## src/rtl/nsl_pkg.sv

```systemverilog
// Package for the top-N sorted list: request codes, payload structs and defaults.
`timescale 1ns / 1ps

package nsl_pkg;

  localparam int MAX_ENTRIES_DEF   = 16;
  localparam int PAYLOAD_WIDTH_DEF = 32;
  localparam int KEY_W             = 32;
  localparam int CAP_W             = 5;
  localparam int IDX_W             = 4;
  localparam logic [CAP_W-1:0] CAP_RESET = 5'd16;

  typedef enum logic [1:0] {
    REQ_INSERT = 2'd0,
    REQ_REMOVE = 2'd1,
    REQ_READ   = 2'd2,
    REQ_CLEAR  = 2'd3
  } req_t;

  typedef struct packed {
    logic [1:0]              req_type;
    logic signed [KEY_W-1:0] new_key;
    logic [31:0]             new_payload;
    logic [IDX_W-1:0]        index;
  } nsl_req_t;

  typedef struct packed {
    logic                    status;
    logic signed [KEY_W-1:0] read_key;
    logic [31:0]             read_payload;
    logic [CAP_W-1:0]        count;
  } nsl_rsp_t;

  // per-cycle command broadcast to every cell
  typedef struct packed {
    logic             ins;
    logic             rem;
    logic [IDX_W-1:0] index;
  } nsl_ctrl_t;

endpackage

```

## src/rtl/nsl_cell.sv

```systemverilog
// One cell of the sorted chain: holds one entry, shifts left or right on request.
`timescale 1ns / 1ps

module nsl_cell #(
  parameter int IDX           = 0,
  parameter int PAYLOAD_WIDTH = nsl_pkg::PAYLOAD_WIDTH_DEF
) (
  input  logic                             clk,
  input  nsl_pkg::nsl_ctrl_t               ctrl,
  input  logic                             in_range,
  input  logic signed [nsl_pkg::KEY_W-1:0] new_key,
  input  logic [PAYLOAD_WIDTH-1:0]         new_pay,
  input  logic                             left_keep,
  input  logic signed [nsl_pkg::KEY_W-1:0] left_key,
  input  logic [PAYLOAD_WIDTH-1:0]         left_pay,
  input  logic signed [nsl_pkg::KEY_W-1:0] right_key,
  input  logic [PAYLOAD_WIDTH-1:0]         right_pay,
  output logic                             keep,
  output logic signed [nsl_pkg::KEY_W-1:0] key,
  output logic [PAYLOAD_WIDTH-1:0]         pay
);
  import nsl_pkg::*;

  logic signed [KEY_W-1:0]  key_r, key_nxt;
  logic [PAYLOAD_WIDTH-1:0] pay_r, pay_nxt;

  // entry stays put on insert when it lies below the count and ranks at or above the new key
  assign keep = in_range && (key_r >= new_key);

  always_comb begin
    key_nxt = key_r;
    pay_nxt = pay_r;
    if (ctrl.ins && !keep) begin
      if (left_keep) begin
        key_nxt = new_key;
        pay_nxt = new_pay;
      end else begin
        key_nxt = left_key;
        pay_nxt = left_pay;
      end
    end else if (ctrl.rem && (IDX >= int'(ctrl.index))) begin
      key_nxt = right_key;
      pay_nxt = right_pay;
    end
  end

  always_ff @(posedge clk) begin
    key_r <= key_nxt;
    pay_r <= pay_nxt;
  end

  assign key = key_r;
  assign pay = pay_r;

endmodule

```

## src/rtl/top_n_sorted_list_core.sv

```systemverilog
// Top level: chain of entry cells, count and capacity registers, result register.
// A request's result is registered at the accepting edge and shown the next cycle.
// One request per cycle while in_ready is high; every cell compares and shifts in the same cycle.
// in_ready falls only while the result register is full and not being taken.
// Reset (rst_n low, synchronous): count 0, capacity 16, result register empty.
// Entry storage is not cleared; entries beyond the count are never read.
`timescale 1ns / 1ps

module top_n_sorted_list_core #(
  parameter int MAX_ENTRIES   = nsl_pkg::MAX_ENTRIES_DEF,
  parameter int PAYLOAD_WIDTH = nsl_pkg::PAYLOAD_WIDTH_DEF
) (
  input  logic                          clk,
  input  logic                          rst_n,
  input  logic                          in_valid,
  output logic                          in_ready,
  input  nsl_pkg::nsl_req_t             in_req,
  output logic                          out_valid,
  input  logic                          out_ready,
  output nsl_pkg::nsl_rsp_t             out_rsp,
  input  logic                          cfg_we,
  input  logic [nsl_pkg::CAP_W-1:0]     cfg_wdata
);
  import nsl_pkg::*;

  localparam int CNT_W = $clog2(MAX_ENTRIES + 1);
  localparam int CMP_W = (CNT_W > CAP_W) ? CNT_W : CAP_W;
  localparam logic [CMP_W-1:0] MAX_C = CMP_W'(MAX_ENTRIES);

  logic [CAP_W-1:0] cap_r;
  logic [CNT_W-1:0] cnt_r, cnt_nxt;
  logic             out_valid_r;
  nsl_rsp_t         out_rsp_r, rsp_nxt;

  logic             in_acc;
  logic [CMP_W-1:0] cnt_ext, cap_ext, eff_cap, idx_ext, new_cnt;
  logic             idx_ok;
  nsl_ctrl_t        ctrl;
  logic [63:0]      pay_ext;
  logic [PAYLOAD_WIDTH-1:0] new_pay;

  logic signed [KEY_W-1:0]  cell_key [MAX_ENTRIES];
  logic [PAYLOAD_WIDTH-1:0] cell_pay [MAX_ENTRIES];
  logic [MAX_ENTRIES-1:0]   keep_vec;
  logic [MAX_ENTRIES-1:0]   below_cnt;

  logic signed [KEY_W-1:0]  rd_key;
  logic [PAYLOAD_WIDTH-1:0] rd_pay;
  logic [63:0]              rd_ext;

  assign in_ready = !out_valid_r || out_ready;
  assign in_acc   = in_valid && in_ready;

  assign cnt_ext = CMP_W'(cnt_r);
  assign cap_ext = CMP_W'(cap_r);
  assign eff_cap = (cap_ext > MAX_C) ? MAX_C : cap_ext;
  assign idx_ext = CMP_W'(in_req.index);
  assign idx_ok  = idx_ext < cnt_ext;

  assign pay_ext = {32'b0, in_req.new_payload};
  assign new_pay = pay_ext[PAYLOAD_WIDTH-1:0];

  assign ctrl.ins   = in_acc && (req_t'(in_req.req_type) == REQ_INSERT) && (cap_r != '0);
  assign ctrl.rem   = in_acc && (req_t'(in_req.req_type) == REQ_REMOVE) && idx_ok;
  assign ctrl.index = in_req.index;

  genvar g;
  generate
    for (g = 0; g < MAX_ENTRIES; g++) begin : g_cell
      logic                     lk;
      logic signed [KEY_W-1:0]  lkey, rkey;
      logic [PAYLOAD_WIDTH-1:0] lpay, rpay;

      assign below_cnt[g] = CMP_W'(g) < cnt_ext;

      if (g == 0) begin : g_head
        assign lk   = 1'b1;
        assign lkey = '0;
        assign lpay = '0;
      end else begin : g_mid
        assign lk   = keep_vec[g-1];
        assign lkey = cell_key[g-1];
        assign lpay = cell_pay[g-1];
      end

      if (g == MAX_ENTRIES - 1) begin : g_tail
        assign rkey = cell_key[g];
        assign rpay = cell_pay[g];
      end else begin : g_body
        assign rkey = cell_key[g+1];
        assign rpay = cell_pay[g+1];
      end

      nsl_cell #(
        .IDX           (g),
        .PAYLOAD_WIDTH (PAYLOAD_WIDTH)
      ) u_cell (
        .clk       (clk),
        .ctrl      (ctrl),
        .in_range  (below_cnt[g]),
        .new_key   (in_req.new_key),
        .new_pay   (new_pay),
        .left_keep (lk),
        .left_key  (lkey),
        .left_pay  (lpay),
        .right_key (rkey),
        .right_pay (rpay),
        .keep      (keep_vec[g]),
        .key       (cell_key[g]),
        .pay       (cell_pay[g])
      );
    end
  endgenerate

  // read select: AND-OR over the cells
  always_comb begin
    rd_key = '0;
    rd_pay = '0;
    for (int i = 0; i < MAX_ENTRIES; i++) begin
      if (i == int'(in_req.index)) begin
        rd_key = rd_key | cell_key[i];
        rd_pay = rd_pay | cell_pay[i];
      end
    end
  end
  assign rd_ext = 64'(rd_pay);

  always_comb begin
    new_cnt = cnt_ext;
    rsp_nxt = '0;
    case (req_t'(in_req.req_type))
      REQ_INSERT: begin
        if ((cap_r != '0) && (cnt_ext < eff_cap)) begin
          new_cnt = cnt_ext + 1'b1;
        end
      end
      REQ_REMOVE: begin
        if (idx_ok) begin
          new_cnt = cnt_ext - 1'b1;
        end else begin
          rsp_nxt.status = 1'b1;
        end
      end
      REQ_READ: begin
        if (idx_ok) begin
          rsp_nxt.read_key     = rd_key;
          rsp_nxt.read_payload = rd_ext[31:0];
        end else begin
          rsp_nxt.status = 1'b1;
        end
      end
      REQ_CLEAR: begin
        new_cnt = '0;
      end
      default: begin
        new_cnt = cnt_ext;
      end
    endcase
    rsp_nxt.count = new_cnt[CAP_W-1:0];
    cnt_nxt       = in_acc ? new_cnt[CNT_W-1:0] : cnt_r;
  end

  always_ff @(posedge clk) begin
    if (!rst_n) begin
      cap_r       <= CAP_RESET;
      cnt_r       <= '0;
      out_valid_r <= 1'b0;
    end else begin
      if (cfg_we) begin
        cap_r <= cfg_wdata;
      end
      cnt_r <= cnt_nxt;
      if (in_acc) begin
        out_valid_r <= 1'b1;
      end else if (out_ready) begin
        out_valid_r <= 1'b0;
      end
    end
  end

  always_ff @(posedge clk) begin
    if (in_acc) begin
      out_rsp_r <= rsp_nxt;
    end
  end

  assign out_valid = out_valid_r;
  assign out_rsp   = out_rsp_r;

  // count never runs past the number of cells
  a_cnt_bound: assert property (@(posedge clk) disable iff (!rst_n)
    CMP_W'(cnt_r) <= MAX_C)
    else $error("entry count above cell count");

  // entries that outrank the new key form a prefix of the chain
  a_sorted: assert property (@(posedge clk) disable iff (!rst_n)
    (keep_vec & ~{keep_vec[MAX_ENTRIES-2:0], 1'b1}) == '0)
    else $error("chain not sorted");

  // a clear request empties the list
  a_clear: assert property (@(posedge clk) disable iff (!rst_n)
    in_acc && (req_t'(in_req.req_type) == REQ_CLEAR) |=> (cnt_r == '0))
    else $error("clear left entries");

  // every accepted request leaves a result waiting
  a_result: assert property (@(posedge clk) disable iff (!rst_n)
    in_acc |=> out_valid_r)
    else $error("result lost");

endmodule

```

## config.mk

```make
export PLATFORM = sky130hd
export DESIGN_NAME = top_n_sorted_list_core
export DESIGN_NICKNAME = d
export VERILOG_FILES = /design/src/rtl/nsl_pkg.sv /design/src/rtl/nsl_cell.sv /design/src/rtl/top_n_sorted_list_core.sv
export SDC_FILE = /design/constraint.sdc
export NUM_CORES = 2
export LEC_CHECK = 0
export BUFFER_PORTS_ARGS = -buffer_cell sky130_fd_sc_hd__buf_2
export CAP_MARGIN = 30
export CORE_UTILIZATION = 45
export DETAILED_ROUTE_END_ITERATION = 16
export PLACE_DENSITY = 0.64
export SYNTH_ARGS = -nofsm -noshare
export SYNTH_HDL_FRONTEND = slang
export SYNTH_SLANG_ARGS = --single-unit
export TNS_END_PERCENT = 50
```

## constraint.sdc

```tcl
create_clock -name clk -period 8.1 [get_ports clk]
set_input_delay 0.81 -clock clk [delete_from_list [all_inputs] [get_ports clk]]
set_output_delay 0.81 -clock clk [all_outputs]
set_load 0.05 [all_outputs]
```

== Word-level counts from Yosys, hierarchy flattened ==
Cells that the tools add are included.

* $add $sub $neg: 2
* Multipliers: 0
* Divide/modulo/power cells: 0
* Magnitude comparators: 50
* Equal/unequal tests: 18
* Shift operators: 0
* Mux-type cells: 129
* Bitwise logic cells: 30
* Reductions and logical operators: 92

{| class="wikitable"
|+ Operator list
! operator !! count
|-
| 2-to-1 mux 32 bit || 122
|-
| OR 32 bit || 30
|-
| >= comparator 32 bit || 16
|-
| logical AND 1 bit || 53
|-
| less-than comparator 4 x 5 -> 1 bit, first input constant || 8
|-
| equality test 4 bit, first input constant || 8
|-
| nonzero test 2 bit || 16
|-
| >= comparator 4 bit, first input constant || 7
|-
| less-than comparator 3 x 5 -> 1 bit, first input constant || 4
|-
| zero test 1 bit || 17
|-
| equality test 3 x 4 -> 1 bit, first input constant || 4
|-
| >= comparator 3 x 4 -> 1 bit, first input constant || 4
|-
| 2-to-1 mux 5 bit || 3
|-
| one-hot mux 5 bit (3 select lines) || 1
|-
| less-than comparator 1 x 5 -> 1 bit, first input constant || 2
|-
| less-than comparator 2 x 5 -> 1 bit, first input constant || 2
|-
| equality test 2 x 4 -> 1 bit, first input constant || 2
|-
| >= comparator 1 x 4 -> 1 bit, first input constant || 2
|-
| >= comparator 2 x 4 -> 1 bit, first input constant || 2
|-
| adder 5 x 1 -> 5 bit, second input constant || 1
|-
| > comparator 5 bit, second input constant || 1
|-
| less-than comparator 4 x 5 -> 1 bit || 1
|-
| less-than comparator 5 bit || 1
|-
| nonzero test 5 bit || 1
|-
| 10 further kinds || 13
|}

* Register bits: 1105
* Bits in latches: 0
* Memory bits (writable): 0
* ROM bits: 0
* Bits of input ports: 80
* Output and inout port bits: 72
* Logic and storage cells: 360
* Memories: 0

== Logic depth before layout (Yosys ltp) ==
* Word-level depth: 32
* Depth in mapped cells: 14
* Mapped depth without buffers: 10

== Modules after synthesis ==
From an unflattened synthesis, not the netlist that was laid out.

* Cell total of the unflattened synthesis: 6484
* Area total of the unflattened synthesis: 82386.5 µm²

{| class="wikitable"
|+ By module, submodules not included
! module !! times used !! cells an instance !! area an instance (µm²)
|-
| top_n_sorted_list_core || 1 || 1154 || 9776.9
|-
| nsl_cell at g_cell[0].u_cell ... || 2 || 337 || 4600.7
|-
| nsl_cell at g_cell[11].u_cell ... || 2 || 330 || 4524.3
|-
| nsl_cell at g_cell[10].u_cell || 1 || 338 || 4604.4
|-
| nsl_cell at g_cell[12].u_cell || 1 || 337 || 4604.4
|-
| nsl_cell at g_cell[6].u_cell || 1 || 337 || 4603.2
|-
| nsl_cell at g_cell[8].u_cell || 1 || 337 || 4601.9
|-
| nsl_cell at g_cell[15].u_cell || 1 || 335 || 4593.2
|-
| nsl_cell at g_cell[1].u_cell || 1 || 325 || 4548.1
|-
| nsl_cell at g_cell[7].u_cell || 1 || 325 || 4544.4
|-
| nsl_cell at g_cell[5].u_cell || 1 || 331 || 4529.3
|-
| nsl_cell at g_cell[13].u_cell || 1 || 330 || 4525.6
|-
| nsl_cell at g_cell[9].u_cell || 1 || 333 || 4525.6
|-
| nsl_cell at g_cell[4].u_cell || 1 || 334 || 4340.4
|-
| nsl_cell at g_cell[2].u_cell || 1 || 334 || 4339.2
|}

== Least setup slack after synthesis ==
OpenSTA, ideal clock, no wires.

* Path kind: in2reg
* Start: input port out_ready
* End: register g_cell[12].u_cell.key_r[0], enable pin
* Arrival time: 7616 ps
* Path slack: -91 ps
* Stages: 5
* Path buffers: 0
* Path through: nand2b_1 > nand2_1 > clkinv_1 > nand3_1 > o21ai_0

* Cells in the longest elaborated chain, start to end: 6
* Elaborated cells on any way between the ends: 9
* Classes of those cells: reduce/logical: 9

{| class="wikitable"
|+ Ends and longest elaborated chain
! item !! line !! source
|-
| start, declared || top_n_sorted_list_core.sv:19 || <nowiki>input logic out_ready,</nowiki>
|-
| logical OR 1 bit * || top_n_sorted_list_core.sv:51 || <nowiki>assign in_ready = !out_valid_r || out_ready;</nowiki>
|-
| logical AND 1 bit * || top_n_sorted_list_core.sv:52 || <nowiki>assign in_acc = in_valid && in_ready;</nowiki>
|-
| via in_acc || top_n_sorted_list_core.sv:35 || <nowiki>logic in_acc;</nowiki>
|-
| logical AND 1 bit, on equally long branches (2 in series) || top_n_sorted_list_core.sv:64, top_n_sorted_list_core.sv:63 ||
|-
| logical AND 1 bit, on equally long branches || nsl_cell.sv:41, nsl_cell.sv:33 ||
|-
| nonzero test 2 bit (no line) * || n/a ||
|-
| end signal, assigned || nsl_cell.sv:48 || <nowiki>key_r <= key_nxt;</nowiki>
|-
| end, declared || nsl_cell.sv:24 || <nowiki>logic signed [KEY_W-1:0] key_r, key_nxt;</nowiki>
|}

Mark *: on every way through the listed nets, which the timed path passes. The rest lies on a longest branch.
A chain may end at the register's enable or synchronous reset.

== Worst setup path after layout ==
* Start: input port in_req[67] (netlist bit)
* End: register g_cell[11].u_cell.key_r[22], enable pin

* Cells in the longest elaborated chain, start to end: 5

{| class="wikitable"
|+ Ends and longest elaborated chain
! item !! line !! source
|-
| start, declared || top_n_sorted_list_core.sv:17 || <nowiki>input nsl_pkg::nsl_req_t in_req,</nowiki>
|-
| >= comparator 32 bit || nsl_cell.sv:28 || <nowiki>assign keep = in_range && (key_r >= new_key);</nowiki>
|-
| logical AND 1 bit || nsl_cell.sv:28 ||
|-
| zero test 1 bit || nsl_cell.sv:33 || <nowiki>if (ctrl.ins && !keep) begin</nowiki>
|-
| logical AND 1 bit || nsl_cell.sv:33 ||
|-
| nonzero test 2 bit (no line) || n/a ||
|-
| end signal, assigned || nsl_cell.sv:48 ||
|-
| end, declared || nsl_cell.sv:24 ||
|}

No other way between the ends.

==> impl_metrics.csv <==
group,metric,value,unit
power,p_per_area,189,nW/um^2
grt,grt_pass1_vias,58500,
placement,placed_area,75700,sq um
critical_path,critical-path-slowest-cell,"or4_1",
clocking,postCtsSetupRepairBufs,0,
power,peakVddDrop,0.229,mV
synth,ys.flop_type,"edfxtp_1",
clocking,cts_made_buffers,132,
route,drt-pass1-iter-count,8,
synth,synthXorXnorAreaFrac,0,%
timing,setup_tns,0,ns
floorplanning,die_h,403,um
synth,muxShareOfSynthArea,18.4,%
power,leakage,0.0289,uW
synth,async_flop_share,0,%
synth,syn_area,72300,sq um
route,drt-wirelength-per-cell,35.9,um
route,wl,306,mm
floorplanning,rows,146,
critical_path,cpLargestDelayFamily,"compound AO/OA/AOI/OAI gates",
timing,rsz0062_at_grt,"no",
floorplanning,ios,152,
timing,hold_viol_final,0,
synth,synth_top_area_cell,"edfxtp_1",
floorplanning,die_w,403,um
synth,synth-seq-area-share,45.8,%
clocking,ctsResizeCount,0,
clocking,clock-root-buffer,"clkbuf_16",
layout,drive_gt1_share,17.4,%
timing,fin_crit_sh,68.8,%
clocking,htreeDepth,4,
timing,fmax,0.180,GHz
floorplanning,dieArea,162000,sq um
clocking,cts_tree,"built",
grt,antenna_found_initial,29,
clocking,clock_sinks,1105,
timing,final_max_slew_viol_count,0,
critical_path,start_kind,"input port",
synth,yosys-top-cells-area,"edfxtp_1 (45%), ha_1 (9.1%), mux2i_1 (9.1%)",
timing,finalSetupViolCount,0,
job,maxCapViolCount,0,
clocking,clk_pin_slew,0.06,ns
synth,synthAdderAreaFrac,9.11,%
timing,hold_slack,0.243,ns
synth,synth_top_family_by_area,"multiplexers",
critical_path,crit_required,8.54,ns
critical_path,critical_path.cell_chain,"buf_2 > inv_1 > ha_1 > nand4_1 > or4_1 > nor2_1 > o311ai_0 > clkdlybuf4s15_2 > a311oi_1 > a211oi_4 > a41o_4 > buf_4",
synth,synth-simple-area-share,5.77,%
synth,ys_ff_latch,1105,
route,dr_total_vias,61300,
critical_path,slowest_delay,0.69,ns
layout,fin_area,80000,sq um
critical_path,path_buf_inv,4,
route,via_per_inst,7.18,
floorplanning,coreArea,159000,sq um
route,drc_errors,0,
synth,synth_compound_area_share,17.8,%
layout,area_delta_synth_final,10.7,%
clocking,clock_path_buffers,3,
layout,post-route-util,50.3,%
grt,grtUsageTotal,36.8,%
min_path,hold_class,"in2reg",
critical_path,crit_arrival,6.01,ns
synth,avgSynthCellArea,11.3,sq um
route,ant_nets,0,
clocking,clk_latency,0.82,ns
run_status,run_status,"finished clean",
grt,grt_pass1_wl,432,mm
placement,routabilityCongestion,1.01,
layout,fin_nets,6963,
timing,relSlewSlack,18.3,%
grt,grt_max_degree,129,
synth,syn_inst,6417,
clocking,cts_hold_buffers,0,
timing,period_minus_slack,5.57,ns
critical_path,criticalPathCategory,"in2reg",
timing,worstMarginPinSlew,1.23,ns
synth,yosysTopAreaCellShare,45.5,%
timing,fin_skew,0.0518,ns
placement,dp_hpwl,190,mm
placement,portBuffers,151,
synth,synth_nets,7023,
critical_path,crit_path_max_fanout,36,
floorplanning,start_util,45.5,%
synth,synth_edf_count,1094,
route,drt_iter0_drc,9794,
synth,yosysWarnings,0,
critical_path,end_kind,"flop",
synth,yosys.cell_types.count,69,
grt,grt_overflow,0,
==> Yosys cell counts (12+ instances only) <==
master,n
and4_1,14
nor2b_1,25
a221oi_1,200
buf_1,30
a211oi_1,20
edfxtp_1,1094
mux2i_1,654
a31oi_1,74
o31ai_1,12
o21ai_0,589
mux2_2,566
nand4_1,105
nand2_1,296
a22o_1,191
and3_1,72
a22oi_1,130
buf_2,71
nor2_1,270
a21oi_1,650
a21o_1,83
o211ai_1,28
inv_1,73
nand3_1,40
ha_1,526
nor3_1,19
clkbuf_1,388
mux2_1,34
o21a_1,15
==> through the flow <==
stage / cells / setup slack [ns] / power (uW)
after floorplan: 6417 / -0.0905 / 8310
after global placement: 8281 / 2.03 / 9160
after detailed placement: 8290 / 2.01 / 9220
after CTS: 8525 / 2.57 / 15100
after global routing: 8534 / 2.55 / 15500
final: 8540 / 2.53 / 15200
==> kinds of logic (layout without fill, tap and decap cells) <==
kind of cell	Yosys count	count (layout)
DFF	1105	1105
buffers and inverters	573	614
AOI/OAI and AO/OA	2065	2065
other	0	10
and+or+nand+nor	894	894
adders and majority gates	526	526
muxes	1254	1254
==> placed cells by master (no fill, tap or decap), drive strengths merged, types with 25 or more instances in the layout <==
master	count
nand3	40
nand4	105
a22oi	130
and3	72
inv	80
nor2	270
mux2i	654
a221oi	200
edfxtp	1094
buf	299
a31oi	74
o21ai	594
clkbuf	161
a22o	191
nor2b	25
clkinv	64
ha	526
a21oi	650
nand2	296
mux2	600
a21o	83
o211ai	28
==> cell type report <==
class	instances	area [sq um]
fill	14100	78900
clock inverter	75	758
sequential	1105	33100
tap	2072	2590
timing repair buffer	301	2350
antenna	10	25.0
multi-input combinational	4739	37500
clock buffer	160	3410
inverter	78	295
==> state kept, by name, summed over array words and instances (netlist names) <==
signal             flops
g_cell.u_cell.key    512
cnt_ext                5
cap_ext                5
g_cell.u_cell.pay    512
out_rsp               70
out_valid              1
==> worst reg2reg max path, stage by stage, from the launching register on <==
cell and delay, ns:
edfxtp_1 0.52, ha_1 0.43, nand4_1 0.22, or4_1 0.69
nor2_1 0.43, o311ai_0 0.32, clkdlybuf4s15_2 0.32, a311oi_1 0.67
a211oi_4 0.13, a41o_4 0.58, buf_4 0.48
==> worst paths after layout <==
path         cells after the start  slack (ns)                   endpoint                       from
max reg2reg                     10        2.88  g_cell[11].u_cell.key[22]  g_cell[11].u_cell.key[31]
min                              3        0.24                 cap_ext[4]               cfg_wdata[4]
max                             12        2.53  g_cell[11].u_cell.key[22]                 in_req[67]
min reg2reg                      2        0.54                 cap_ext[0]                 cap_ext[0]
==> routing by layer <==
metal | share of wire, % | routed length, um | track usage [%]
met5 | 0.060 | 184 | 0
met4 | 6.8 | 20700 | 21.1
met3 | 13 | 41200 | 9.34
met2 | 43 | 130000 | 54.6
met1 | 37 | 114000 | 48.6
==> power breakdown <==
part | switching (uW) | internal [uW] | total (uW)
sequential | 249 | 6610 | 6860
clock | 2680 | 3260 | 5940
combinational | 1570 | 786 | 2360
No activity file was read; power rests on OpenSTA's default activity.
